<file path="config.mk">
export PLATFORM = sky130hd
export DESIGN_NAME = rmh_ctrl
export DESIGN_NICKNAME = d
export VERILOG_FILES = /design/src/sv/assert_macros.svh /design/src/sv/rmh_pkg.sv /design/src/sv/rmh_ctrl.sv
export SDC_FILE = /design/constraint.sdc
export NUM_CORES = 1
export LEC_CHECK = 0
export BUFFER_PORTS_ARGS = -buffer_cell sky130_fd_sc_hd__buf_2
export CELL_PAD_IN_SITES_DETAIL_PLACEMENT = 0
export CELL_PAD_IN_SITES_GLOBAL_PLACEMENT = 2
export CORE_AREA = 2 2 64 66
export CTS_BUF_LIST = sky130_fd_sc_hd__clkbuf_4 sky130_fd_sc_hd__clkbuf_8 sky130_fd_sc_hd__clkbuf_16
export DETAILED_ROUTE_END_ITERATION = 10
export DIE_AREA = 0 0 66 68
export PLACE_DENSITY_LB_ADDON = 0.1
export SKIP_LAST_GASP = 1
export SLEW_MARGIN = 25
export SYNTH_ARGS = -nofsm -noshare
export SYNTH_HDL_FRONTEND = slang
export SYNTH_SLANG_ARGS = --single-unit
export TNS_END_PERCENT = 50
</file>
<file path="constraint.sdc">
create_clock -name clk -period 3.7 [get_ports clk]
set_clock_uncertainty 0.05 [all_clocks]
set_input_delay 0.37 -clock clk [delete_from_list [all_inputs] [get_ports clk]]
set_output_delay 0.37 -clock clk [all_outputs]
set_load 0.1 [all_outputs]
</file>
<file path="src/sv/assert_macros.svh">
// Assertion helpers used by the datapath RTL
`ifndef ASSERT_MACROS_SVH
`define ASSERT_MACROS_SVH

// property holds at every clock edge outside reset
`define RMH_ASSERT_ALWAYS(lbl, clk, rst_n, prop) \
    lbl: assert property (@(posedge clk) disable iff (!rst_n) (prop)) \
        else $error("rmh: invariant violated");

// consequent holds in the same cycle as the antecedent
`define RMH_ASSERT_IMPLIES(lbl, clk, rst_n, ante, cons) \
    lbl: assert property (@(posedge clk) disable iff (!rst_n) (ante) |-> (cons)) \
        else $error("rmh: implication violated");

`endif

</file>
<file path="src/sv/rmh_pkg.sv">
package rmh_pkg;

    // datapath operations issued by the controller
    typedef enum logic [3:0] {
        OP_NONE       = 4'd0,
        OP_TAKE       = 4'd1,
        OP_MOVE       = 4'd2,
        OP_PUSH_INIT  = 4'd3,
        OP_RD_PARENT  = 4'd4,
        OP_PUSH_UP    = 4'd5,
        OP_HOLE_WRITE = 4'd6,
        OP_POP_INIT   = 4'd7,
        OP_POP_TOP    = 4'd8,
        OP_POP_LAST   = 4'd9,
        OP_RD_L       = 4'd10,
        OP_RD_R       = 4'd11,
        OP_DOWN_L     = 4'd12,
        OP_DOWN_R     = 4'd13,
        OP_RD_TOPS    = 4'd14,
        OP_MED        = 4'd15
    } rmh_op_t;

    typedef struct packed {
        rmh_op_t op;
        logic    sel;   // 0: lower (max) heap, 1: upper (min) heap
        logic    drop;
    } rmh_cmd_t;

    typedef struct packed {
        logic full;
        logic idx_zero;
        logic up;
        logic l_in;
        logic go_l;
        logic go_r;
        logic tops_gt;
        logic usize_nz;
        logic l_heavy;
        logic u_heavy;
    } rmh_stat_t;

endpackage

</file>
<file path="src/sv/rmh_ctrl.sv">
module rmh_ctrl
    import rmh_pkg::*;
(
    input  logic      clk,
    input  logic      rst_n,
    input  logic      in_valid,
    output logic      in_ready,
    output logic      out_valid,
    input  logic      out_ready,
    input  rmh_stat_t stat,
    output rmh_cmd_t  cmd
);
    typedef enum logic [15:0] {
        S_IDLE     = 16'b0000_0000_0000_0001,
        S_PINIT    = 16'b0000_0000_0000_0010,
        S_PUSH     = 16'b0000_0000_0000_0100,
        S_PSTEP    = 16'b0000_0000_0000_1000,
        S_CMP_RD   = 16'b0000_0000_0001_0000,
        S_CMP      = 16'b0000_0000_0010_0000,
        S_BAL      = 16'b0000_0000_0100_0000,
        S_POP_INIT = 16'b0000_0000_1000_0000,
        S_POP_TOP  = 16'b0000_0001_0000_0000,
        S_POP_LAST = 16'b0000_0010_0000_0000,
        S_POP_L    = 16'b0000_0100_0000_0000,
        S_POP_RDR  = 16'b0000_1000_0000_0000,
        S_POP_CHK  = 16'b0001_0000_0000_0000,
        S_MOVE     = 16'b0010_0000_0000_0000,
        S_MED_RD   = 16'b0100_0000_0000_0000,
        S_MED      = 16'b1000_0000_0000_0000
    } rmh_state_t;

    rmh_state_t state_reg, state_next;
    logic sel_reg, sel_next, bal_reg, bal_next, drop_reg, drop_next;
    logic out_valid_reg, out_valid_next;
    rmh_op_t op;
    rmh_state_t push_done;

    assign push_done = bal_reg ? S_BAL : S_CMP_RD;

    always_comb
    begin
        state_next = state_reg;
        sel_next   = sel_reg;
        bal_next   = bal_reg;
        drop_next  = drop_reg;
        op         = OP_NONE;
        case (state_reg)
            S_IDLE:
            begin
                if (in_valid)
                begin
                    op        = OP_TAKE;
                    sel_next  = 1'b0;
                    bal_next  = 1'b0;
                    drop_next = stat.full;
                    state_next = stat.full ? S_MED_RD : S_PINIT;
                end
            end
            S_PINIT:
            begin
                op         = OP_PUSH_INIT;
                state_next = S_PUSH;
            end
            S_PUSH:
            begin
                if (stat.idx_zero)
                begin
                    op         = OP_HOLE_WRITE;
                    state_next = push_done;
                end
                else
                begin
                    op         = OP_RD_PARENT;
                    state_next = S_PSTEP;
                end
            end
            S_PSTEP:
            begin
                if (stat.up)
                begin
                    op         = OP_PUSH_UP;
                    state_next = S_PUSH;
                end
                else
                begin
                    op         = OP_HOLE_WRITE;
                    state_next = push_done;
                end
            end
            S_CMP_RD:
            begin
                op         = OP_RD_TOPS;
                bal_next   = 1'b1;
                state_next = S_CMP;
            end
            S_CMP:
            begin
                if (stat.usize_nz && stat.tops_gt)
                begin
                    sel_next   = 1'b0;
                    state_next = S_POP_INIT;
                end
                else
                begin
                    state_next = S_BAL;
                end
            end
            S_BAL:
            begin
                if (stat.l_heavy)
                begin
                    sel_next   = 1'b0;
                    state_next = S_POP_INIT;
                end
                else if (stat.u_heavy)
                begin
                    sel_next   = 1'b1;
                    state_next = S_POP_INIT;
                end
                else
                begin
                    state_next = S_MED_RD;
                end
            end
            S_POP_INIT:
            begin
                op         = OP_POP_INIT;
                state_next = S_POP_TOP;
            end
            S_POP_TOP:
            begin
                op         = OP_POP_TOP;
                state_next = S_POP_LAST;
            end
            S_POP_LAST:
            begin
                op         = OP_POP_LAST;
                state_next = S_POP_L;
            end
            S_POP_L:
            begin
                if (stat.l_in)
                begin
                    op         = OP_RD_L;
                    state_next = S_POP_RDR;
                end
                else
                begin
                    op         = OP_HOLE_WRITE;
                    state_next = S_MOVE;
                end
            end
            S_POP_RDR:
            begin
                op         = OP_RD_R;
                state_next = S_POP_CHK;
            end
            S_POP_CHK:
            begin
                if (stat.go_r)
                begin
                    op         = OP_DOWN_R;
                    state_next = S_POP_L;
                end
                else if (stat.go_l)
                begin
                    op         = OP_DOWN_L;
                    state_next = S_POP_L;
                end
                else
                begin
                    op         = OP_HOLE_WRITE;
                    state_next = S_MOVE;
                end
            end
            S_MOVE:
            begin
                // popped top goes into the other heap
                op         = OP_MOVE;
                sel_next   = !sel_reg;
                state_next = S_PINIT;
            end
            S_MED_RD:
            begin
                if (!out_valid_reg || out_ready)
                begin
                    op         = OP_RD_TOPS;
                    state_next = S_MED;
                end
            end
            S_MED:
            begin
                op         = OP_MED;
                state_next = S_IDLE;
            end
            default:
            begin
                state_next = S_IDLE;
            end
        endcase
    end

    always_comb
    begin
        out_valid_next = out_valid_reg;
        if (out_valid_reg && out_ready)
            out_valid_next = 1'b0;
        if (state_reg == S_MED)
            out_valid_next = 1'b1;
    end

    always_ff @(posedge clk or negedge rst_n)
    begin
        if (!rst_n)
        begin
            state_reg     <= S_IDLE;
            sel_reg       <= 1'b0;
            bal_reg       <= 1'b0;
            drop_reg      <= 1'b0;
            out_valid_reg <= 1'b0;
        end
        else
        begin
            state_reg     <= state_next;
            sel_reg       <= sel_next;
            bal_reg       <= bal_next;
            drop_reg      <= drop_next;
            out_valid_reg <= out_valid_next;
        end
    end

    assign in_ready  = state_reg == S_IDLE;
    assign out_valid = out_valid_reg;
    assign cmd.op    = op;
    assign cmd.sel   = sel_reg;
    assign cmd.drop  = drop_reg;
endmodule

</file>
==> metrics.csv <==
stage,metric,value,unit
die,Core Region,3860,um2
synthesis,sequential area share after synthesis,37.5,%
die,width of the chip,66,um
global_routing,first-pass GRT wire length,5930,um
final_layout,layout cells sized above 1,21.6,%
setup_path,CP Max Fanout,9,
sta,Final Slew Violations,0,
detailed_routing,final wirelength,3590,um
synthesis,Synth Flop Type,dfrtp_1,
detailed_routing,post-route ant nets,0,
detailed_routing,initial DRC count,67,
clock_network,CTS Buf Count,3,
setup_path,Top delay family on crit path,simple AND/OR/NAND/NOR gates,
die,IO Pins,22,
synthesis,Post-synth top cells,"19 x dfrtp_1, 16 x nor2_1, 10 x nand2_1",
placement,port bufs,21,
synthesis,Syn Inst Count,153,
clock_network,hold buffers post-CTS,0,
synthesis,Area contributors post-synth,"dfrtp_1 36%, nor2_1 4.5%, nor4_1 4.2%, o21ai_0 3.4%, nand2_1 2.8%",
placement,Cells after DPL,213,
global_routing,largest net degree at the start of global routing,21,
die,Cell Rows,23,
synthesis,post-synthesis cell type count,46,
setup_path,CP peak stage delay,0.63,ns
die,Die Ht,68,um
synthesis,Syn Area/Cell,8.75,um2
sta,TNS Setup,0,ns
setup_path,CP max stage cell,or4_1,
clock_network,Max Buffers Root-to-Sink,2,
clock_network,CTS tree,done,
final_layout,diode count,0,
sta,Final Hold Viols,19,
sta,crit path time final,3.26,ns
synthesis,Yosys top cell by area,dfrtp_1,
synthesis,synthesized area,1340,um2
job,Max Cap Viol,0,
setup_path,WP buf/inv,1,
status,failing checks,negative hold slack,
placement,DP Wirelength,2820,um
global_routing,Global Route Usage Sum,18.0,%
clock_network,post-CTS resize count,0,
setup_path,WP data arrival,2.84,ns
power,Lkg Pwr,0.747,nW
status,outcome,finished with violations,
die,initial core utilization,34.7,%
final_layout,nets,182,
clock_network,root buffer cell,clkbuf_8,
sta,final setup vio count,0,
detailed_routing,router iterations before antenna repair,4,
clock_network,Clock Pin Slew Worst Setup and Hold Paths,0.08,ns
setup_path,Crit path required time,3.28,ns
sta,Slew HR,43.7,%
setup_path,critical path endpoint category,output port,
sta,actual slew at the worst max-slew pin,0.837,ns
clock_network,CTS sink count,20,
sta,highest clock rate,307,MHz
synthesis,"Async S/R FF share, synth",100,%
global_routing,number of global-route vias before repair,1123,
setup_path,critical-path cell list,or4_1 > or4_4 > or3_1 > nand4b_1 > buf_2,
synthesis,Synth Warn #,0,
synthesis,synthesized flop and latch total,20,
detailed_routing,drt drc,0,
global_routing,grt total ovfl,0,
detailed_routing,Routed wire per std cell,16.6,um
detailed_routing,DR vias/cell,5.51,
power,Worst VDD drop,0.000482,V
global_routing,initial antenna violation count,0,
final_layout,Post-Layout Cell Count,217,
setup_path,critical path type,register to output port,
final_layout,Largest register FFs,16,
synthesis,Yosys top cell area share,35.5,%
synthesis,top-count cell post-synth,dfrtp_1,
placement,routability cong.,0.882,
final_layout,"Core Util, Final",39.2,%
sta,Final period util,88.1,%
clock_network,Worst-Skew Late Latency,0.27,ns
synthesis,Syn Nets,167,
sta,Final WS setup,0.442,ns
power,Pwr Density,874,nW/um2
placement,Post-Place Setup Slack,0.743,ns
clock_network,post-CTS setup buffer count,0,
die,total die area,4490,um2
detailed_routing,routed via count,1195,
setup_path,Worst setup SP type,register,
worst_hold_path,Worst Hold Class,input pin to asynchronous set/reset pin,
final_layout,Area Growth Syn to Fin,12.9,%
sta,RSZ-0062 raised after global routing,false,
sta,Hold Slack,-0.00883,ns
synthesis,"EDFF count, synth",0,
clock_network,CTS H-tree depth,1,
[worst reg2reg max path, stage by stage, from the launching register on]
cell and delay [ns]:
dfrtp_1 0.45, nor4_1 0.67, nand2_1 0.13, nor4_1 0.75
a31oi_1 0.18, o32ai_1 0.28
[cells in the final DEF (no fill, tap or decap), types with 3 or more instances in the layout]
cell / synthesis / final
a21oi_1: 4 / 4
inv_1: 4 / 4
xor2_1: 4 / 4
xnor2_1: 3 / 3
or3_1: 4 / 4
buf_2: 5 / 21
o21ai_0: 9 / 9
and3_1: 4 / 4
nand3_1: 3 / 3
nor4_1: 9 / 9
nor3_1: 6 / 6
clkbuf_8: 0 / 3
or4_1: 5 / 5
dfrtp_1: 19 / 19
nor4b_1: 3 / 3
nand2_1: 10 / 10
nor2_1: 16 / 16
[where the power goes]
group	leakage (nW)	switching, mW	internal [mW]
registers	0.272	0.0509	0.257
logic	0.440	0.593	0.197
clock network	0.0357	0.0779	0.145
[metrics by stage]
step | total power [mW] | hold slack, ns | instance area [um2]
global placement | 1.11 | 0.298 | 1440
global route | 1.39 | 0.0171 | 1510
finish | 1.32 | -0.00883 | 1510
floorplan | 0.962 | 0.0244 | 1340
CTS | 1.33 | 0.00801 | 1510
detailed placement | 1.10 | 0.301 | 1440
[worst paths after layout]
check	from	end	slack (ns)	cells after the start
worst min register to register	bal_reg	state_reg[4]	0.40	1
worst min-delay path	rst_n	state_reg[15]	-0.009	1
max in group asynchronous	rst_n	state_reg[0]	3.27	1
worst max-delay path	state_reg[14]	cmd[2]	0.44	5
min in group clk	stat[1]	sel_reg	0.28	2
worst max register to register	state_reg[9]	sel_reg	1.09	5
[cells by family after synthesis]
logic type | after synthesis | synth area share (%)
AND/OR/NAND/NOR | 81 | 36.4
AO/OA/AOI/OAI | 27 | 13.3
flip-flops | 20 | 37.5
buffers and inverters | 16 | 6.63
XOR/XNOR | 7 | 4.58
multiplexers | 2 | 1.68
[per-layer routing]
layer  routed length (um)  global-route usage, %  vias up  share of wire (%)
li1                     -                      -      601                  -
met1                 1720                   24.3      565                 48
met2                 1690                   28.9       21                 47
met3                   94                   2.96        8                2.6
met4                   91                   7.65        0                2.5
met5                    0                      0        -                  0
[final cells by class]
| cell class | count | area, um2 |
|---|---|---|
| Inverter | 4 | 15.0 |
| Clock buffer | 3 | 41.3 |
| Fill cell | 420 | 2340 |
| Tap cell | 50 | 62.6 |
| Sequential cell | 20 | 502 |
| Multi-Input combinational cell | 117 | 748 |
| Clock inverter | 1 | 30.0 |
| Timing Repair Buffer | 22 | 113 |
(Power assumes the default switching activity.)
